[src/rtl/bvhms_pkg.sv]
// Shared types and constants for the BVH midpoint split pass.
// Holds the request and result payload structs and the register index codes.
// No dependencies.
package bvhms_pkg;

    // Padding added around the first vertex of an empty child box: 0.1 in Q16.16.
    localparam int BOX_PAD = 6554;

    localparam int CFG_IDX_W = 3;

    typedef enum logic [CFG_IDX_W-1:0] {
        CFG_CENTER_X = 3'd0,
        CFG_CENTER_Y = 3'd1,
        CFG_CENTER_Z = 3'd2,
        CFG_HALF_X   = 3'd3,
        CFG_HALF_Y   = 3'd4,
        CFG_HALF_Z   = 3'd5,
        CFG_FIRST    = 3'd6
    } t_cfg_idx;

    localparam logic [1:0] AXIS_X = 2'd0;
    localparam logic [1:0] AXIS_Y = 2'd1;
    localparam logic [1:0] AXIS_Z = 2'd2;

    localparam logic KIND_PLACE = 1'b0;
    localparam logic KIND_BOX   = 1'b1;

    typedef struct packed {
        logic signed [31:0] ax;
        logic signed [31:0] ay;
        logic signed [31:0] az;
        logic signed [31:0] bx;
        logic signed [31:0] by;
        logic signed [31:0] bz;
        logic signed [31:0] cx;
        logic signed [31:0] cy;
        logic signed [31:0] cz;
        logic               final_tri;
    } t_tri_in;

    typedef struct packed {
        logic               kind;
        logic               side;
        logic [23:0]        slot;
        logic signed [31:0] box_center_x;
        logic signed [31:0] box_center_y;
        logic signed [31:0] box_center_z;
        logic [30:0]        box_half_x;
        logic [30:0]        box_half_y;
        logic [30:0]        box_half_z;
        logic [16:0]        child_count;
        logic               run_end;
    } t_res_out;

endpackage

[src/rtl/bvh_midpoint_split_pass.sv]
// BVH midpoint split pass: classifies one triangle per cycle against the parent
// centre and accumulates both child boxes. Depends on bvhms_pkg.
//
// A triangle is taken on every cycle in which the output register is free or is
// being emptied and no child box request is pending; its placement request
// appears in the next cycle. The node's final triangle is followed by two child
// box requests from the same output register, and input is held off until the
// second of them has been loaded into it. The sustained rate is one triangle per
// cycle within a node while the output is not stalled. The split state returns
// to empty at the final triangle with no clearing pass. Parameter COORD_BITS
// sets how many low coordinate bits are used (up to 32), MAX_NODE_TRIANGLES the
// saturation point of the counters. Configuration writes are always accepted.
module bvh_midpoint_split_pass
    import bvhms_pkg::*;
#(
    parameter int MAX_NODE_TRIANGLES = 65536,
    parameter int COORD_BITS         = 32
) (
    input  logic                 i_clk,
    input  logic                 i_rst_n,
    input  logic                 i_cfg_valid,
    output logic                 o_cfg_ready,
    input  logic [CFG_IDX_W-1:0] i_cfg_index,
    input  logic [31:0]          i_cfg_data,
    input  logic                 i_in_valid,
    output logic                 o_in_ready,
    input  t_tri_in              i_in_data,
    output logic                 o_out_valid,
    input  logic                 i_out_ready,
    output t_res_out             o_out_data
);

    localparam int CW    = (COORD_BITS < 32) ? COORD_BITS : 32;
    localparam int CNT_W = $clog2(MAX_NODE_TRIANGLES + 1);
    localparam logic [CNT_W-1:0] CNT_MAX = CNT_W'(MAX_NODE_TRIANGLES);
    localparam logic signed [CW:0] PAD = (CW+1)'(BOX_PAD);

    typedef logic signed [CW-1:0] t_coord;
    typedef enum logic [1:0] {PH_IDLE, PH_BOX0, PH_BOX1} t_phase;

    localparam t_coord C_MIN = {1'b1, {(CW-1){1'b0}}};
    localparam t_coord C_MAX = {1'b0, {(CW-1){1'b1}}};

    function automatic t_coord clamp_c(input logic signed [CW:0] v);
        t_coord r;
        if (v[CW] != v[CW-1]) begin
            r = v[CW] ? C_MIN : C_MAX;
        end else begin
            r = v[CW-1:0];
        end
        return r;
    endfunction

    function automatic t_coord min_c(input t_coord a, input t_coord b);
        return (b < a) ? b : a;
    endfunction

    function automatic t_coord max_c(input t_coord a, input t_coord b);
        return (b > a) ? b : a;
    endfunction

    // Configuration registers.
    logic [31:0] r_center [3];
    logic [30:0] r_half   [3];
    logic [23:0] r_first_slot;

    // Live split state, indexed [side][axis].
    logic [1:0]       r_empty,   n_empty;
    t_coord           r_low  [2][3], n_low  [2][3];
    t_coord           r_high [2][3], n_high [2][3];
    logic [CNT_W-1:0] r_cnt  [2],    n_cnt  [2];
    logic [CNT_W-1:0] r_item,        n_item;

    // Snapshot of both child boxes taken at the final triangle.
    logic [1:0]       r_s_empty, n_s_empty;
    t_coord           r_s_low  [2][3], n_s_low  [2][3];
    t_coord           r_s_high [2][3], n_s_high [2][3];
    logic [CNT_W-1:0] r_s_cnt  [2],    n_s_cnt  [2];

    t_phase   r_phase, n_phase;
    logic     r_out_valid, n_out_valid;
    t_res_out r_out, n_out;

    logic     out_free, in_acc;
    t_coord   ctr [3];
    t_coord   v   [3][3];
    logic [1:0] axis_xy, axis;
    logic signed [CW+1:0] sum, thr;
    logic     side;
    logic [23:0] slot;
    t_coord   g_low [3], g_high [3];
    t_res_out box_res;
    logic     box_side;
    logic signed [CW:0] b_sum [3], b_diff [3];
    t_coord   b_ctr [3];
    logic [CW-1:0] b_half [3];

    assign out_free    = !r_out_valid || i_out_ready;
    assign o_in_ready  = out_free && (r_phase == PH_IDLE);
    assign in_acc      = i_in_valid && o_in_ready;
    assign o_cfg_ready = 1'b1;
    assign o_out_valid = r_out_valid;
    assign o_out_data  = r_out;

    always_comb begin
        for (int k = 0; k < 3; k++) begin
            ctr[k] = r_center[k][CW-1:0];
        end
        v[0][0] = i_in_data.ax[CW-1:0];
        v[0][1] = i_in_data.ay[CW-1:0];
        v[0][2] = i_in_data.az[CW-1:0];
        v[1][0] = i_in_data.bx[CW-1:0];
        v[1][1] = i_in_data.by[CW-1:0];
        v[1][2] = i_in_data.bz[CW-1:0];
        v[2][0] = i_in_data.cx[CW-1:0];
        v[2][1] = i_in_data.cy[CW-1:0];
        v[2][2] = i_in_data.cz[CW-1:0];

        // Ties between x and y go to y; z must be strictly longer to win.
        axis_xy = (r_half[0] > r_half[1]) ? AXIS_X : AXIS_Y;
        axis    = (r_half[2] > r_half[axis_xy]) ? AXIS_Z : axis_xy;

        sum = (CW+2)'(v[0][axis]) + (CW+2)'(v[1][axis]) + (CW+2)'(v[2][axis]);
        thr = ((CW+2)'(ctr[axis]) <<< 1) + (CW+2)'(ctr[axis]);
        side = (sum < thr) ? 1'b0 : 1'b1;

        slot = side ? (r_first_slot + 24'(r_item)) : (r_first_slot + 24'(r_cnt[0]));

        // The first vertex into an empty box is padded; the others only widen it.
        for (int k = 0; k < 3; k++) begin
            if (r_empty[side]) begin
                g_low[k]  = clamp_c((CW+1)'(v[0][k]) - PAD);
                g_high[k] = clamp_c((CW+1)'(v[0][k]) + PAD);
            end else begin
                g_low[k]  = min_c(r_low[side][k], v[0][k]);
                g_high[k] = max_c(r_high[side][k], v[0][k]);
            end
            g_low[k]  = min_c(min_c(g_low[k], v[1][k]), v[2][k]);
            g_high[k] = max_c(max_c(g_high[k], v[1][k]), v[2][k]);
        end
    end

    // Child box summary from the snapshot.
    always_comb begin
        box_side = (r_phase == PH_BOX1);
        for (int k = 0; k < 3; k++) begin
            b_sum[k]  = (CW+1)'(r_s_low[box_side][k]) + (CW+1)'(r_s_high[box_side][k]);
            b_diff[k] = (CW+1)'(r_s_high[box_side][k]) - (CW+1)'(r_s_low[box_side][k]);
            b_ctr[k]  = b_sum[k][CW:1];
            b_half[k] = b_diff[k][CW:1];
        end
        box_res      = '0;
        box_res.kind = KIND_BOX;
        box_res.side = box_side;
        if (!r_s_empty[box_side]) begin
            box_res.box_center_x = 32'(b_ctr[0]);
            box_res.box_center_y = 32'(b_ctr[1]);
            box_res.box_center_z = 32'(b_ctr[2]);
            box_res.box_half_x   = 31'(b_half[0]);
            box_res.box_half_y   = 31'(b_half[1]);
            box_res.box_half_z   = 31'(b_half[2]);
            box_res.child_count  = 17'(r_s_cnt[box_side]);
        end
        box_res.run_end = box_side;
    end

    always_comb begin
        n_empty   = r_empty;
        n_low     = r_low;
        n_high    = r_high;
        n_cnt     = r_cnt;
        n_item    = r_item;
        n_s_empty = r_s_empty;
        n_s_low   = r_s_low;
        n_s_high  = r_s_high;
        n_s_cnt   = r_s_cnt;
        n_phase   = r_phase;
        n_out_valid = r_out_valid;
        n_out     = r_out;

        if (in_acc) begin
            n_empty[side] = 1'b0;
            for (int k = 0; k < 3; k++) begin
                n_low[side][k]  = g_low[k];
                n_high[side][k] = g_high[k];
            end
            if (r_cnt[side] < CNT_MAX) begin
                n_cnt[side] = r_cnt[side] + 1'b1;
            end
            if (r_item < CNT_MAX) begin
                n_item = r_item + 1'b1;
            end
            if (i_in_data.final_tri) begin
                n_s_empty = n_empty;
                n_s_low   = n_low;
                n_s_high  = n_high;
                n_s_cnt   = n_cnt;
                n_empty   = 2'b11;
                n_cnt[0]  = '0;
                n_cnt[1]  = '0;
                n_item    = '0;
            end
        end

        if (out_free) begin
            unique case (r_phase)
                PH_BOX0: begin
                    n_out_valid = 1'b1;
                    n_out       = box_res;
                    n_phase     = PH_BOX1;
                end
                PH_BOX1: begin
                    n_out_valid = 1'b1;
                    n_out       = box_res;
                    n_phase     = PH_IDLE;
                end
                default: begin
                    n_out_valid = in_acc;
                    n_out         = '0;
                    n_out.kind    = KIND_PLACE;
                    n_out.side    = side;
                    n_out.slot    = slot;
                    n_out.run_end = !i_in_data.final_tri;
                    if (in_acc && i_in_data.final_tri) begin
                        n_phase = PH_BOX0;
                    end
                end
            endcase
        end
    end

    always_ff @(posedge i_clk) begin
        if (!i_rst_n) begin
            for (int k = 0; k < 3; k++) begin
                r_center[k] <= '0;
                r_half[k]   <= '0;
            end
            r_first_slot <= '0;
            r_empty      <= 2'b11;
            r_cnt[0]     <= '0;
            r_cnt[1]     <= '0;
            r_item       <= '0;
            r_phase      <= PH_IDLE;
            r_out_valid  <= 1'b0;
        end else begin
            if (i_cfg_valid) begin
                unique case (i_cfg_index)
                    CFG_CENTER_X: r_center[0]  <= i_cfg_data;
                    CFG_CENTER_Y: r_center[1]  <= i_cfg_data;
                    CFG_CENTER_Z: r_center[2]  <= i_cfg_data;
                    CFG_HALF_X:   r_half[0]    <= i_cfg_data[30:0];
                    CFG_HALF_Y:   r_half[1]    <= i_cfg_data[30:0];
                    CFG_HALF_Z:   r_half[2]    <= i_cfg_data[30:0];
                    CFG_FIRST:    r_first_slot <= i_cfg_data[23:0];
                    default: ;
                endcase
            end
            r_empty     <= n_empty;
            r_cnt       <= n_cnt;
            r_item      <= n_item;
            r_phase     <= n_phase;
            r_out_valid <= n_out_valid;
        end
        r_low     <= n_low;
        r_high    <= n_high;
        r_s_empty <= n_s_empty;
        r_s_low   <= n_s_low;
        r_s_high  <= n_s_high;
        r_s_cnt   <= n_s_cnt;
        r_out     <= n_out;
    end

endmodule

[config.mk]
export PLATFORM = sky130hd
export DESIGN_NAME = bvh_midpoint_split_pass
export DESIGN_NICKNAME = d
export VERILOG_FILES = /design/src/rtl/bvhms_pkg.sv /design/src/rtl/bvh_midpoint_split_pass.sv
export SDC_FILE = /design/constraint.sdc
export NUM_CORES = 2
export LEC_CHECK = 0
export BUFFER_PORTS_ARGS = -buffer_cell sky130_fd_sc_hd__buf_2
export CORE_MARGIN = 1
export CORE_UTILIZATION = 45
export DETAILED_ROUTE_END_ITERATION = 10
export SLEW_MARGIN = 40
export SYNTH_ARGS = -nofsm -noshare
export SYNTH_HDL_FRONTEND = slang
export SYNTH_SLANG_ARGS = --single-unit
[constraint.sdc]
create_clock -name i_clk -period 26.2 [get_ports i_clk]
set_clock_uncertainty 0.1 [all_clocks]
set_input_delay 2.62 -clock i_clk [delete_from_list [all_inputs] [get_ports i_clk]]
set_output_delay 2.62 -clock i_clk [all_outputs]
set_load 0.01 [all_outputs]
==> run summary <==
Fin nets: 11460
Root buf cell: clkbuf_16
DRT iter0 DRCs: 7079
Seq cells post-synth: 1306
R2R depth: 96
Commonest non-fill, non-tap cell in the layout: edfxtp_1
Filler cell count: 19540
Reg2reg setup slack: 2.81 ns
WL met3: 23.07 mm
Worst skew pair latency: 0.84 ns
Crit path largest cell delay: 0.74 ns
Top delay family on crit path: compound AO/OA/AOI/OAI gates
Worst Setup Start Kind: flip-flop
I/O Buffers: 563
Syn Area/Cell: 9.698 µm²
Yosys cell types: 90
Post-synthesis sequential area ratio: 40.45%
Critical path type: flip-flop to flip-flop
WL met2: 158.2 mm
Top cell by count, worst path: a21oi_1
Post-CTS Setup Inserts: 0
Synth area leaders: edfxtp_1 (39%), ha_1 (12%), mux2i_1 (6.4%), a21oi_1 (4.5%), nor2_1 (4.1%)
Wirelength, routed: 334.9 mm
Fmax: 42.76 MHz
Synthesized instance count: 9793
M1 WL: 137.3 mm
Worst hold path type: flip-flop to flip-flop
Largest net degree at the start of global routing: 122
Minimum clock period after layout: 23.39 ns
Post-Layout Cell Count: 13130
Worst slew margin: 35.92%
Number of buffers created by CTS: 150
Slowest-stage cell, CP: a2111oi_1
Routed via count: 76210
Synth Warn #: 0
Outcome: completed
Arr. time, crit path: 23.92 ns
Post-cts gate resize count: 0
TritonCTS clock tree: yes
Core area: 0.2096 mm²
Setup TNS: 0 ns
Share of synthesized registers carrying an async set or reset: 0%
Die Width: 461.4 µm
Worst hold stages: 2
Clk sinks: 1306
Worst Path Max Fanout: 103
Number of buffers inserted by hold repair at cts: 0
RSZ-0062 raised after global routing: false
Worst path depth: 96
Initial antenna violation count: 121
# setup viols final: 0
CP Capture Type: flip-flop
Avg WL per Cell: 25.51 µm
Die Height: 461.4 µm
DIE AREA: 0.2129 mm²
Synth top area share: 38.76%
Top Ports: 565
Max-cap violation count: 0
Inst Count DP: 12800
Max-slew violations: 0
Estimated wirelength of the detail-placed design: 265.9 mm
Syn nets: 11110
Buffers and inverters on the worst path: 10
Post-synth EDFFs: 1226
Layout cells sized above 1: 12.71%
Topmost layer with routed signal wires: met5
Row count: 168
Fin. Hold Viols: 0
Clock Pin Slew Worst Setup and Hold Paths: 0.06 ns
Commonest non-fill, non-tap cells in the layout: edfxtp_1 (1226), nor2_1 (1027), ha_1 (944), a21oi_1 (852), inv_1 (737)
First-pass GRT wire length: 480.2 mm
CTS max path bufs: 3
Top FF cell, synth: edfxtp_1
Vias in the first global route: 72880
Period utilisation layout: 89.26%
H-tree Lvls: 4
Leading area contributor after synthesis: edfxtp_1
Vias/cell: 5.805
Worst Max-Slew Pin Slew: 0.9525 ns
Mapped cell area: 0.09497 mm²
Routability Congestion: 1.012
Initial core utilization: 45.32%
Grt ovf: 0
Area added between synthesis and finish: 11.40%
DRC: 0
GRT Resource Usage Total: 30.68%
Antenna Violating Nets Remaining: 0
TritonRoute pass-1 iters: 7
Critical path data required time: 26.73 ns
## sequential cells by signal, indices dropped and copies added, names as in the netlist, 24 cells and up
signal and count:
r_high 192, r_half 93, o_out_data 233, r_cnt 34
r_center 96, r_low 192, r_first_slot 24, r_s_low 192
r_s_high 192, r_s_cnt 34
## final timing paths
| path | start | end |
|---|---|---|
| worst min register to register | r_first_slot[12]$_SDFFE_PN0P_ | r_first_slot[12]$_SDFFE_PN0P_ |
| worst min-delay path | r_first_slot[12]$_SDFFE_PN0P_ | r_first_slot[12]$_SDFFE_PN0P_ |
| worst max-delay path | r_half[0][13]$_DFFE_PP_ | r_low[185]$_DFFE_PP_ |
| worst max register to register | r_half[0][13]$_DFFE_PP_ | r_low[185]$_DFFE_PP_ |
## through the flow
| stage | setup WS (ns) | util, % | cell area, µm² | hold WS (ns) |
|---|---|---|---|---|
| floorplan | 4.791 | - | 94970 | 0.3406 |
| global placement | 2.525 | 48.02 | 100600 | 0.3570 |
| detailed placement | 3.201 | 48.07 | 100800 | 0.3578 |
| CTS | 3.146 | 50.40 | 105600 | 0.3674 |
| global route | 1.068 | 50.45 | 105700 | 0.3837 |
| finish | 2.813 | 50.49 | 105800 | 0.3671 |
## synthesized netlist by cell type, types with 13 or more instances
library cell / instances
nand4_1: 168
o21a_1: 56
or3_1: 56
inv_1: 739
nor4_1: 42
mux2_2: 301
o211ai_1: 92
and2_1: 85
buf_1: 53
mux2i_1: 605
nor3_1: 157
o2111ai_1: 14
mux2_1: 34
nand2b_1: 122
mux2_4: 20
fa_1: 41
buf_2: 18
a221oi_1: 15
o21ai_0: 588
nand2_1: 612
dfxtp_1: 80
nand3_1: 135
a22oi_1: 25
a21o_1: 232
nor2b_1: 123
a21boi_0: 13
a31oi_1: 37
o21bai_1: 50
clkbuf_1: 399
edfxtp_1: 1226
nand3b_1: 13
o31ai_1: 27
xnor2_1: 308
ha_1: 946
xor2_1: 87
and3_1: 44
nor3b_1: 13
a21oi_1: 852
a211oi_1: 28
a2111oi_0: 13
nor2_1: 1030
or2_2: 24
o21ai_1: 94
## cells by family (layout without fill, tap and decap cells)
family,count (synthesis),in the layout,synth area share (%)
AOI/OAI and AO/OA,2269,2269,14.12
muxes,961,961,10.69
adders and majority gates,987,987,13.33
and+or+nand+nor,2654,2654,12.88
other,1,54,0.003948
DFF,1306,1306,40.45
xor gates and xnor gates,395,395,3.643
buffers and inverters,1220,1698,4.886
## final cells by class
type,count,area (µm²),share of cell area [%]
inverters,742,2805,2.651
diodes,53,132.6,0.1254
clock inverters,93,907.1,0.8574
flip-flops and latches,1306,38420,36.31
clock buffers,182,3966,3.749
repair buffers,681,3850,3.639
multi-input cells,7267,52220,49.35
well taps,2805,3510,3.317
## worst min-delay path, stage by stage (launching register included)
cell     delay, ns
dfxtp_1       0.32
nand2_1       0.05
a21oi_1       0.05
## layer usage
| metal | track usage [%] | up-vias |
|---|---|---|
| met5 | 0 | - |
| met4 | 14.02 | 88 |
| met3 | 5.450 | 628 |
| met2 | 50.79 | 2611 |
| met1 | 38.81 | 36730 |
| li1 | - | 36150 |
Power is left out: the tool's default activity adds up to more than one toggle a clock period on the data nets, which glitch-free logic cannot reach.
